## config.mk

```make
export PLATFORM = sky130hd
export DESIGN_NAME = step_dir_pulse_positioner_top
export DESIGN_NICKNAME = d
export VERILOG_FILES = /design/src/hw/rtl/sdpp_pkg.sv /design/src/hw/rtl/sdpp_div.sv /design/src/hw/rtl/sdpp_datapath.sv /design/src/hw/rtl/sdpp_ctrl.sv /design/src/hw/rtl/step_dir_pulse_positioner_top.sv
export SDC_FILE = /design/constraint.sdc
export NUM_CORES = 1
export LEC_CHECK = 0
export ABC_AREA = 1
export BUFFER_PORTS_ARGS = -buffer_cell sky130_fd_sc_hd__buf_4
export CORE_ASPECT_RATIO = 1.1
export CORE_MARGIN = 8
export CORE_UTILIZATION = 42
export CTS_CLUSTER_SIZE = 8
export DETAILED_ROUTE_END_ITERATION = 12
export PLACE_DENSITY = 0.6
export SLEW_MARGIN = 20
export SYNTH_ARGS = -nofsm -noshare
export SYNTH_HDL_FRONTEND = slang
export SYNTH_SLANG_ARGS = --single-unit
```

## constraint.sdc

```tcl
create_clock -name clk -period 4.3 [get_ports clk]
set_input_delay 0.43 -clock clk [delete_from_list [all_inputs] [get_ports clk]]
set_output_delay 0.43 -clock clk [all_outputs]
set_load 0.05 [all_outputs]
```

## src/hw/rtl/sdpp_pkg.sv

```systemverilog
// ----------------------------------------------------------------------------
// sdpp_pkg: shared types and constants of the step/direction positioner
// Request/response payloads, codes, and controller/datapath interface.
// ----------------------------------------------------------------------------
package sdpp_pkg;

    // Default widths of the position and period counters
    localparam int POSITION_WIDTH_DEF = 32;
    localparam int PERIOD_WIDTH_DEF   = 16;

    // Timebase and accepted rate window
    localparam int          DIV_W            = 20;
    localparam int          DIV_CNT_W        = $clog2(DIV_W + 1);
    localparam logic [DIV_W-1:0] TICKS_PER_SECOND = 20'd1000000;
    localparam logic [19:0] RATE_MIN         = 20'd20;
    localparam logic [19:0] RATE_MAX         = 20'd100000;

    // Request types
    localparam logic [1:0] REQ_TICK     = 2'd0;
    localparam logic [1:0] REQ_RELATIVE = 2'd1;
    localparam logic [1:0] REQ_ABSOLUTE = 2'd2;
    localparam logic [1:0] REQ_RESERVED = 2'd3;

    // Response status codes
    localparam logic [1:0] STATUS_OK        = 2'd0;
    localparam logic [1:0] STATUS_BAD_COUNT = 2'd1;
    localparam logic [1:0] STATUS_BUSY      = 2'd2;
    localparam logic [1:0] STATUS_BAD_RATE  = 2'd3;

    typedef struct packed {
        logic [1:0]         req_type;
        logic signed [31:0] move_value;
        logic [19:0]        step_rate_hz;
        logic               move_direction;
    } req_t;

    typedef struct packed {
        logic               step_level;
        logic               direction_level;
        logic               busy_res;
        logic signed [31:0] position;
        logic               move_done;
        logic [1:0]         status;
    } rsp_t;

    // Controller to datapath
    typedef struct packed {
        logic accept;     // apply the request at the port
        logic load_out;   // load the response from the request just applied
        logic start_div;  // launch the period division
        logic load_div;   // load the period and the response of a started move
    } ctrl_cmd_t;

    // Datapath to controller
    typedef struct packed {
        logic needs_div;  // request at the port starts a move
        logic div_done;   // quotient ready
    } dp_stat_t;

endpackage

```

## src/hw/rtl/sdpp_div.sv

```systemverilog
// ----------------------------------------------------------------------------
// sdpp_div: restoring divider for the step period
// Divides the timebase rate by the requested step rate, one bit per cycle.
// ----------------------------------------------------------------------------
module sdpp_div (
    input  logic                          clk,
    input  logic                          rst_n,
    input  logic                          start,
    input  logic [sdpp_pkg::DIV_W-1:0]    divisor,
    output logic [sdpp_pkg::DIV_W-1:0]    quotient,
    output logic                          done
);

    logic [sdpp_pkg::DIV_W-1:0]     rem_reg, rem_next;
    logic [sdpp_pkg::DIV_W-1:0]     quo_reg, quo_next;
    logic [sdpp_pkg::DIV_W-1:0]     dvs_reg, dvs_next;
    logic [sdpp_pkg::DIV_CNT_W-1:0] cnt_reg, cnt_next;
    logic                           done_reg, done_next;
    logic [sdpp_pkg::DIV_W:0]       shifted;
    logic [sdpp_pkg::DIV_W:0]       diff;

    assign shifted = {rem_reg, quo_reg[sdpp_pkg::DIV_W-1]};
    assign diff    = shifted - {1'b0, dvs_reg};

    always_comb
    begin
        rem_next  = rem_reg;
        quo_next  = quo_reg;
        dvs_next  = dvs_reg;
        cnt_next  = cnt_reg;
        done_next = done_reg;
        if (start)
        begin
            rem_next  = '0;
            quo_next  = sdpp_pkg::TICKS_PER_SECOND;
            dvs_next  = divisor;
            cnt_next  = sdpp_pkg::DIV_CNT_W'(sdpp_pkg::DIV_W);
            done_next = 1'b0;
        end
        else if (cnt_reg != '0)
        begin
            // Subtract when the shifted remainder covers the divisor
            if (!diff[sdpp_pkg::DIV_W])
            begin
                rem_next = diff[sdpp_pkg::DIV_W-1:0];
                quo_next = {quo_reg[sdpp_pkg::DIV_W-2:0], 1'b1};
            end
            else
            begin
                rem_next = shifted[sdpp_pkg::DIV_W-1:0];
                quo_next = {quo_reg[sdpp_pkg::DIV_W-2:0], 1'b0};
            end
            cnt_next = cnt_reg - 1'b1;
            if (cnt_reg == sdpp_pkg::DIV_CNT_W'(1))
            begin
                done_next = 1'b1;
            end
        end
    end

    always_ff @(posedge clk or negedge rst_n)
    begin
        if (!rst_n)
        begin
            cnt_reg  <= '0;
            done_reg <= 1'b0;
        end
        else
        begin
            cnt_reg  <= cnt_next;
            done_reg <= done_next;
        end
    end

    always_ff @(posedge clk)
    begin
        rem_reg <= rem_next;
        quo_reg <= quo_next;
        dvs_reg <= dvs_next;
    end

    assign quotient = quo_reg;
    assign done     = done_reg;

endmodule

```

## src/hw/rtl/sdpp_datapath.sv

```systemverilog
// ----------------------------------------------------------------------------
// sdpp_datapath: position, pulse and phase state with the response register
// Applies ticks and move commands, and holds the period divider.
// ----------------------------------------------------------------------------
module sdpp_datapath #(
    parameter int POSITION_WIDTH = sdpp_pkg::POSITION_WIDTH_DEF,
    parameter int PERIOD_WIDTH   = sdpp_pkg::PERIOD_WIDTH_DEF
) (
    input  logic                  clk,
    input  logic                  rst_n,
    input  sdpp_pkg::req_t        req_data,
    input  sdpp_pkg::ctrl_cmd_t   cmd,
    output sdpp_pkg::dp_stat_t    stat,
    output sdpp_pkg::rsp_t        rsp_data
);

    localparam logic [POSITION_WIDTH-1:0] POS_ONE = POSITION_WIDTH'(1);
    localparam logic [PERIOD_WIDTH-1:0]   PER_ONE = PERIOD_WIDTH'(1);

    logic signed [POSITION_WIDTH-1:0] cur_pos_reg, cur_pos_next;
    logic [31:0]                      pulses_reg, pulses_next;
    logic [PERIOD_WIDTH-1:0]          reload_reg, reload_next;
    logic [PERIOD_WIDTH-1:0]          phase_reg, phase_next;
    logic                             dir_reg, dir_next;
    logic                             running_reg, running_next;
    sdpp_pkg::rsp_t                   rsp_reg, rsp_next;

    logic                             rate_ok;
    logic signed [POSITION_WIDTH-1:0] sval;
    logic [POSITION_WIDTH-1:0]        span;
    logic [POSITION_WIDTH+31:0]       dist_ext;
    logic [31:0]                      abs_pulses;
    logic                             step_tick;
    logic                             step_after;
    logic                             done;
    logic [1:0]                       status;
    logic                             needs_div;
    logic [sdpp_pkg::DIV_W-1:0]       quotient;
    logic                             div_done;
    logic [PERIOD_WIDTH-1:0]          div_reload;

    sdpp_div u_div (
        .clk      (clk),
        .rst_n    (rst_n),
        .start    (cmd.start_div),
        .divisor  (req_data.step_rate_hz),
        .quotient (quotient),
        .done     (div_done)
    );

    assign rate_ok = (req_data.step_rate_hz >= sdpp_pkg::RATE_MIN) &&
                     (req_data.step_rate_hz <= sdpp_pkg::RATE_MAX);
    assign sval    = POSITION_WIDTH'($signed(req_data.move_value));

    // Distance to an absolute target, clamped to the 32-bit pulse counter
    assign span       = (sval > cur_pos_reg) ? (sval - cur_pos_reg) : (cur_pos_reg - sval);
    assign dist_ext   = {32'd0, span};
    assign abs_pulses = (|dist_ext[POSITION_WIDTH+31:32]) ? 32'hFFFF_FFFF : dist_ext[31:0];

    assign step_tick  = running_reg && (phase_reg >= (reload_reg >> 1));
    assign div_reload = PERIOD_WIDTH'(quotient - 1'b1);

    always_comb
    begin
        cur_pos_next = cur_pos_reg;
        pulses_next  = pulses_reg;
        phase_next   = phase_reg;
        dir_next     = dir_reg;
        running_next = running_reg;
        done         = 1'b0;
        status       = sdpp_pkg::STATUS_OK;
        needs_div    = 1'b0;
        unique case (req_data.req_type)
            sdpp_pkg::REQ_TICK:
            begin
                if (running_reg)
                begin
                    if (phase_reg == reload_reg)
                    begin
                        phase_next   = '0;
                        cur_pos_next = dir_reg ? cur_pos_reg + POS_ONE
                                               : cur_pos_reg - POS_ONE;
                        pulses_next  = pulses_reg - 1'b1;
                        if (pulses_reg == 32'd1)
                        begin
                            running_next = 1'b0;
                            done         = 1'b1;
                        end
                    end
                    else
                    begin
                        phase_next = phase_reg + PER_ONE;
                    end
                end
            end
            sdpp_pkg::REQ_RELATIVE:
            begin
                priority if (req_data.move_value[31] || (req_data.move_value == '0))
                begin
                    status = sdpp_pkg::STATUS_BAD_COUNT;
                end
                else if (running_reg)
                begin
                    status = sdpp_pkg::STATUS_BUSY;
                end
                else if (!rate_ok)
                begin
                    status = sdpp_pkg::STATUS_BAD_RATE;
                end
                else
                begin
                    dir_next     = req_data.move_direction;
                    pulses_next  = req_data.move_value;
                    phase_next   = '0;
                    running_next = 1'b1;
                    needs_div    = 1'b1;
                end
            end
            sdpp_pkg::REQ_ABSOLUTE:
            begin
                // Abort first; the position is already exact
                running_next = 1'b0;
                phase_next   = '0;
                pulses_next  = '0;
                if (!rate_ok)
                begin
                    status = sdpp_pkg::STATUS_BAD_RATE;
                end
                else if (sval != cur_pos_reg)
                begin
                    dir_next     = (sval > cur_pos_reg);
                    pulses_next  = abs_pulses;
                    running_next = 1'b1;
                    needs_div    = 1'b1;
                end
            end
            sdpp_pkg::REQ_RESERVED:
            begin
            end
            default:
            begin
            end
        endcase
    end

    assign step_after = running_next && (phase_next >= (reload_reg >> 1));

    always_comb
    begin
        rsp_next   = rsp_reg;
        reload_next = reload_reg;
        if (cmd.load_out)
        begin
            rsp_next.step_level      = (req_data.req_type == sdpp_pkg::REQ_TICK) ? step_tick
                                                                               : step_after;
            rsp_next.direction_level = dir_next;
            rsp_next.busy_res        = running_next;
            rsp_next.position        = 32'(cur_pos_next);
            rsp_next.move_done       = done;
            rsp_next.status          = status;
        end
        else if (cmd.load_div)
        begin
            // New move: phase is zero, so the pin is high only for a tiny period
            reload_next              = div_reload;
            rsp_next.step_level      = ((div_reload >> 1) == '0);
            rsp_next.direction_level = dir_reg;
            rsp_next.busy_res        = running_reg;
            rsp_next.position        = 32'(cur_pos_reg);
            rsp_next.move_done       = 1'b0;
            rsp_next.status          = sdpp_pkg::STATUS_OK;
        end
    end

    always_ff @(posedge clk or negedge rst_n)
    begin
        if (!rst_n)
        begin
            cur_pos_reg <= '0;
            pulses_reg  <= '0;
            reload_reg  <= '0;
            phase_reg   <= '0;
            dir_reg     <= 1'b1;
            running_reg <= 1'b0;
        end
        else
        begin
            if (cmd.accept)
            begin
                cur_pos_reg <= cur_pos_next;
                pulses_reg  <= pulses_next;
                phase_reg   <= phase_next;
                dir_reg     <= dir_next;
                running_reg <= running_next;
            end
            reload_reg <= reload_next;
        end
    end

    always_ff @(posedge clk)
    begin
        rsp_reg <= rsp_next;
    end

    assign stat.needs_div = needs_div;
    assign stat.div_done  = div_done;
    assign rsp_data       = rsp_reg;

    // An idle positioner has no pulses pending
    a_idle_no_pulses: assert property (@(posedge clk) disable iff (!rst_n)
        !running_reg |-> (pulses_reg == '0))
        else $error("pulses pending while idle");

    // The phase never passes the reload point of a running move
    a_phase_bound: assert property (@(posedge clk) disable iff (!rst_n)
        running_reg |-> (phase_reg <= reload_reg))
        else $error("phase beyond period");

    // Position changes only on an accepted request
    a_pos_hold: assert property (@(posedge clk) disable iff (!rst_n)
        !cmd.accept |=> $stable(cur_pos_reg))
        else $error("position changed without a request");

endmodule

```

## src/hw/rtl/sdpp_ctrl.sv

```systemverilog
// ----------------------------------------------------------------------------
// sdpp_ctrl: request/response sequencer
// Takes requests, waits out the period division, and owns response valid.
// ----------------------------------------------------------------------------
module sdpp_ctrl (
    input  logic                 clk,
    input  logic                 rst_n,
    input  logic                 req_valid,
    output logic                 req_stall,
    output logic                 rsp_valid,
    input  logic                 rsp_stall,
    input  sdpp_pkg::dp_stat_t   stat,
    output sdpp_pkg::ctrl_cmd_t  cmd
);

    localparam logic ST_IDLE = 1'b0;
    localparam logic ST_DIV  = 1'b1;

    logic state_reg, state_next;
    logic rsp_valid_reg, rsp_valid_next;
    logic out_free;

    // Response register is free when empty or being drained this cycle
    assign out_free = !rsp_valid_reg || !rsp_stall;

    always_comb
    begin
        state_next     = state_reg;
        rsp_valid_next = rsp_valid_reg && rsp_stall;
        cmd            = '0;
        req_stall      = 1'b1;
        unique case (state_reg)
            ST_IDLE:
            begin
                req_stall = !out_free;
                if (req_valid && out_free)
                begin
                    cmd.accept = 1'b1;
                    if (stat.needs_div)
                    begin
                        cmd.start_div = 1'b1;
                        state_next    = ST_DIV;
                    end
                    else
                    begin
                        cmd.load_out   = 1'b1;
                        rsp_valid_next = 1'b1;
                    end
                end
            end
            ST_DIV:
            begin
                if (stat.div_done && out_free)
                begin
                    cmd.load_div   = 1'b1;
                    rsp_valid_next = 1'b1;
                    state_next     = ST_IDLE;
                end
            end
            default:
            begin
                state_next = ST_IDLE;
            end
        endcase
    end

    always_ff @(posedge clk or negedge rst_n)
    begin
        if (!rst_n)
        begin
            state_reg     <= ST_IDLE;
            rsp_valid_reg <= 1'b0;
        end
        else
        begin
            state_reg     <= state_next;
            rsp_valid_reg <= rsp_valid_next;
        end
    end

    assign rsp_valid = rsp_valid_reg;

endmodule

```

## src/hw/rtl/step_dir_pulse_positioner_top.sv

```systemverilog
// ----------------------------------------------------------------------------
// step_dir_pulse_positioner_top: step/direction pulse positioner
// Runs relative and absolute moves on a 1 us tick and tracks signed position.
// ----------------------------------------------------------------------------
//
//  channel  | signals                         | payload
//  ---------+---------------------------------+-----------------------------
//  request  | req_valid  in,  req_stall out   | sdpp_pkg::req_t  (req_data)
//  response | rsp_valid  out, rsp_stall in    | sdpp_pkg::rsp_t  (rsp_data)
//
//  A tick, a rejected command, or an absolute move that only stops is answered
//  without the divider. A command that starts a move passes the accept, the 20
//  steps of the bit-serial period divider, and the load of the response.
//  Reset is asynchronous, active low; position 0, direction clockwise, idle.
//  Hold req_stall high through the division and while a response waits under
//  rsp_stall; a response drained on an edge lets the next request in on it.
//
// Every request yields exactly one response. While a move runs, each tick
// advances the phase counter; the step pin is low for the first half of the
// period and high for the rest. When a pulse ends the position moves one
// step in the direction pin's sense, and the last pulse raises move_done.
// The period reload is 1000000/rate - 1, computed by the shared divider.
// ----------------------------------------------------------------------------
module step_dir_pulse_positioner_top #(
    parameter int POSITION_WIDTH = sdpp_pkg::POSITION_WIDTH_DEF,
    parameter int PERIOD_WIDTH   = sdpp_pkg::PERIOD_WIDTH_DEF
) (
    input  logic            clk,
    input  logic            rst_n,
    input  logic            req_valid,
    output logic            req_stall,
    input  sdpp_pkg::req_t  req_data,
    output logic            rsp_valid,
    input  logic            rsp_stall,
    output sdpp_pkg::rsp_t  rsp_data
);

    sdpp_pkg::ctrl_cmd_t cmd;
    sdpp_pkg::dp_stat_t  stat;

    // Sequencer: handshakes and the wait for the divider
    sdpp_ctrl u_ctrl (
        .clk       (clk),
        .rst_n     (rst_n),
        .req_valid (req_valid),
        .req_stall (req_stall),
        .rsp_valid (rsp_valid),
        .rsp_stall (rsp_stall),
        .stat      (stat),
        .cmd       (cmd)
    );

    // Datapath: motion state, divider and the response register
    sdpp_datapath #(
        .POSITION_WIDTH (POSITION_WIDTH),
        .PERIOD_WIDTH   (PERIOD_WIDTH)
    ) u_dp (
        .clk      (clk),
        .rst_n    (rst_n),
        .req_data (req_data),
        .cmd      (cmd),
        .stat     (stat),
        .rsp_data (rsp_data)
    );

    // The last pulse ends the move
    a_done_not_busy: assert property (@(posedge clk) disable iff (!rst_n)
        rsp_valid |-> !(rsp_data.move_done && rsp_data.busy_res))
        else $error("move_done while still busy");

    // A rejected command never finishes a move
    a_reject_no_done: assert property (@(posedge clk) disable iff (!rst_n)
        (rsp_valid && (rsp_data.status != sdpp_pkg::STATUS_OK)) |-> !rsp_data.move_done)
        else $error("move_done on a rejected command");

    // No request is taken while the divider works
    a_stall_in_div: assert property (@(posedge clk) disable iff (!rst_n)
        cmd.start_div |=> req_stall)
        else $error("request taken during division");

endmodule

```

Word-level counts from Yosys, hierarchy flattened:

Cells that the tools add are included.

* flip-flop bits (word level): 204
* input port bits: 59
* output and inout port bits: 40
* logic and storage cells: 137

* $add $sub $neg: 9
* $lt $le $gt $ge: 5
* equality and inequality tests: 11
* muxes and demuxes: 69
* bitwise gates (word level): 2
* reductions and logical operators: 22

Operators with widths (number)
* $mux 32: 12
* $pmux 32 s3: 1
* $mux 16: 5
* $mux 38: 2
* $sub 32x1->32 const B: 2
* $sub 32x32->32: 2
* $pmux 16 s3: 1
* $mux 1: 34
* $add 32x1->32 const B: 1
* $eq 32x1->1 const B: 1
* $ge 16x15->1: 2
* $gt 32x32->1: 1
* $logic_not 32->1: 1
* $ne 32x32->1: 1
* $sub 21x20->21: 1
* $ge 20x5->1 const B: 1
* $le 20x17->1 const B: 1
* $mux 20: 1
* $add 16x1->16 const B: 1
* $eq 16x16->1: 1
* $logic_not 16->1: 1
* $sub 16x1->16 const B: 1
* $mux 5: 2
* $pmux 1 s2: 4
* 20 further kinds: 38

Longest topological paths before layout:

* depth after elaboration: 11
* depth in mapped cells: 39
* depth with buffers taken out: 38

Modules after synthesis:

Synthesis repeated with hierarchy kept, for this count alone.

* cells, all modules: 3034
* area, all modules: 19373.6 µm²

By module, submodules not included
* sdpp_datapath: instances 1, cells each 2409, area each 15094.5 µm², sequential area each 3594.7 µm²
* sdpp_div: instances 1, cells each 603, area each 4146.5 µm², sequential area each 1551.5 µm²
* sdpp_ctrl: instances 1, cells each 22, area each 132.6 µm², sequential area each 50.0 µm²

Worst setup path before layout:

Ideal clock, no wire load.

* path type: input port to flip-flop
* start point: in req_data[20] in the netlist's numbering
* end point: reg u_dp.rsp_reg (netlist bit u_dp.rsp_data[37]) (data pin)
* library setup time: 0.253 ns
* arrival: 3.170 ns
* required time: 4.047 ns
* path slack: 0.877 ns
* cell stages on the path: 35
* buffers on the path: 1
* cell sequence: or2_1 nor4_2 nand4_1 nand2_1 nand2_1 inv_2 nand3_2 buf_2 nand3_1 o21ai_0 o21ai_0 inv_1 ha_1 nand2_1 nand2_1 nand2_1 nand2_1 nand2_1 nand2_1 nand2_1 nand2_1 nand2_1 nand2_1 nand2_1 nand2_1 nand2_1 nand2_1 nand2_1 nand2_1 nand2_1 nand2_1 nand2_1 nand2_1 nand2_1 nand2_1

RTL lines
* start: declaration: RTL line step_dir_pulse_positioner_top.sv:32 `input sdpp_pkg::req_t req_data,`
* end signal: assignment: RTL line sdpp_datapath.sv:202 `rsp_reg <= rsp_next;`
* end: declaration: RTL line sdpp_datapath.sv:26 `sdpp_pkg::rsp_t rsp_reg, rsp_next;`

==> flow_summary.ini <==
[sta]
fin_setup_tns_ps = 0
layout_min_cycle_time_ps = 3930
worst_slew_pin_slew_ps = 954
fin_crit_sh = 0.913
finalHoldViolations = 0
clock.fmax_ghz = 0.255
fin_worst_skew_ps = 14.8
setup_ws_ps = 375
final-setup-viol-count = 0
slew_violations = 0
max-slew-margin-rel = 0.363
rsz0062_at_grt = false

[logic_synthesis]
yosys_warnings = 0
synth_compound_area_frac = 0.215
synth_cell_types = 56
synth_area_leader_cell = dfrtp_1
synthAdderAreaFrac = 0.111
synth_mux_area_frac = 0
ys_seq_elements = 204
async_flop_share = 0.520
synth_nets = 2903
synth_xor_area_frac = 0.0387
yosys.area_share.simple = 0.257
synthFlopType = dfrtp_1
synth.area.top_cells = dfrtp_1, nand2_1, ha_1
synth_edf_count = 58
synthMostInstantiatedCell = nand2_1
netlist_area_um2 = 18100
yosys.area.top_type_share = 0.145
ys_seq_area_frac = 0.287
post_synth.cell_area_avg_um2 = 6.74
syn_inst = 2686
synth_top_family_by_area = simple AND/OR/NAND/NOR gates
synth_common_cells = nand2_1, inv_1, o21ai_0

[run]
drv_cap = 0

[detailed_routing]
ant_nets = 0
drtIter0Drc = 1251
drc = 0
avgViaCountPerCell = 5.43
dr.pass1.iters = 7
wl_per_cell_um = 18.0
vias = 18300
routed_wl_mm = 60.7

[status]
status = finished clean

[global_route]
grt_pass1_wl_mm = 94.9
grt-ovfl-total = 0
grt_max_degree = 58
grt_usage = 0.235
grt_pass1_vias = 17500
antenna_found_initial = 4

[die]
io_pins = 99
die_w_um = 214
initial_utilization = 0.427
die_area_um2 = 50000
core_area_um2 = 42400
row_count = 79
die_height_um = 234

[setup_path]
critPathSlowestCell = dlygate4sd3_1
cpPeakStageDelay_ps = 540
path_max_fanout = 7
cp_common_cell = nand2_1
path_class = primary input to register
arrival_ps = 4270
crit_path_start_kind = primary input
crit_required_ps = 4640
cp-end-kind = register

[placement]
place_congestion = 0.966
hpwl_mm = 48.4
pre_cts_ws_ps = 286
io_buffers = 98
post-place-cells = 3314

[power_and_ir_drop]
irDropWorstVdd_v = 0.000351
p_total_mw = 11.1
power_density_nw_per_um2 = 546
leakage_nw = 9.53

[finish]
fin_util = 0.480
fin_nets = 2998
drive_gt1_frac = 0.0777
syn_to_final_growth_pct = 12.5
final_cell_count_no_fill = 3373
largest_reg_flops = 38

[cts]
cts_sinks = 204
clkSlewWorstSetupHoldPaths_ps = 60
cts_tree = done
cts_buffer_depth = 3
clkLatencyLatePin_ps = 580
numCtsBuffers = 30
htree_levels = 1
cts_setup_buffers = 0
cts_root_buf = clkbuf_16

[min_path]
min_path_type = primary input to register
## repair_timing
action	in CTS	in global routing
hold buffers	2	0
endpoints found under the hold margin	40	0
endpoints found under the setup margin	0	1
gates resized for setup	0	0
## worst paths after layout
path                                   startpoint  slack (ps)                     end  depth (start not counted)
max                                  req_data[20]         370       u_dp.rsp_data[37]                         35
min                                  req_data[19]          30  u_dp.u_div.dvs_reg[18]                          1
max reg2reg                     u_dp.phase_reg[2]         500       u_dp.rsp_data[37]                         25
min reg2reg                u_dp.u_div.rem_reg[17]         490  u_dp.u_div.rem_reg[18]                          2
max in group asynchronous                   rst_n        2940     u_dp.pulses_reg[24]                          3
min in group asynchronous                   rst_n         410   u_dp.u_div.cnt_reg[4]                          2
## critical path: cells and delay by family
| family | cells | cell delay [ps] |
|---|---|---|
| buffers and inverters | 5 | 1070 |
| adders and majority gates | 1 | 270 |
| and+or+nand+nor | 27 | 2200 |
| AOI/OAI and AO/OA | 2 | 270 |
## per-stage QoR
| step | instance area (um2) | hold WS (ps) |
|---|---|---|
| after floorplan | 18100 | 134 |
| after global placement | 19400 | 467 |
| after detailed placement | 19400 | 482 |
| after CTS | 20400 | 0.416 |
| after global routing | 20400 | 6.71 |
| final | 20400 | 32.8 |
## layout by cell type, fill, tap and decap left out, types with 3 or more instances in the layout
cell | synthesis | routed
o31ai_1 | 9 | 9
nor2_1 | 238 | 238
dfrtp_1 | 105 | 105
o21ai_1 | 34 | 34
ha_1 | 154 | 153
buf_4 | 3 | 134
nor4_1 | 18 | 18
edfxtp_1 | 58 | 58
o21ai_2 | 3 | 3
or2_1 | 4 | 4
inv_2 | 11 | 11
or2_2 | 8 | 8
o221ai_1 | 5 | 5
o21ai_0 | 304 | 304
o22ai_1 | 3 | 3
o211ai_1 | 14 | 14
xnor2_1 | 38 | 38
nor3_1 | 38 | 38
o21bai_1 | 9 | 9
nand3b_1 | 5 | 5
clkbuf_16 | 0 | 30
a21boi_0 | 4 | 4
nor2_2 | 6 | 6
nand3_1 | 99 | 99
o2111ai_1 | 3 | 3
a21o_1 | 24 | 24
nand4_1 | 29 | 29
inv_1 | 328 | 328
o21a_1 | 10 | 10
dfxtp_1 | 40 | 40
a31oi_1 | 23 | 23
clkbuf_1 | 41 | 21
nand2_1 | 656 | 654
xor2_1 | 42 | 42
nand2_2 | 9 | 11
fa_1 | 4 | 4
a211oi_1 | 20 | 20
a21oi_1 | 236 | 236
## cells by family (layout without fill, tap and decap cells)
logic type,count (synthesis),after routing
and+or+nand+nor,1122,1122
AOI/OAI and AO/OA,709,709
buffers and inverters,413,531
DFF,204,204
adders and majority gates,158,158
xor gates and xnor gates,80,80
other,0,2
## power by group
part	internal, mW	switching (mW)
Clock	1.34	0.909
Sequential	2.56	0.512
Combinational	2.01	3.80
Total	5.90	5.22
## metal layers
metal,track usage,up-vias,part of all wire
met5,0,-,0.00038
met4,0.0688,4,0.025
met3,0.0478,95,0.075
met2,0.377,579,0.44
met1,0.316,8473,0.46
li1,-,9178,-
## final cells by class
cell class / count / area [um2]
Antenna cell: 2 / 5.00
Clock inverter: 2 / 38.8
Clock buffer: 53 / 857
Timing Repair Buffer: 136 / 1030
Fill cell: 4380 / 22000
Multi-Input combinational cell: 2069 / 11300
Sequential cell: 204 / 5200
Inverter: 340 / 1280
Tap cell: 567 / 709
Note: power is estimated with default switching activity, not from simulation.
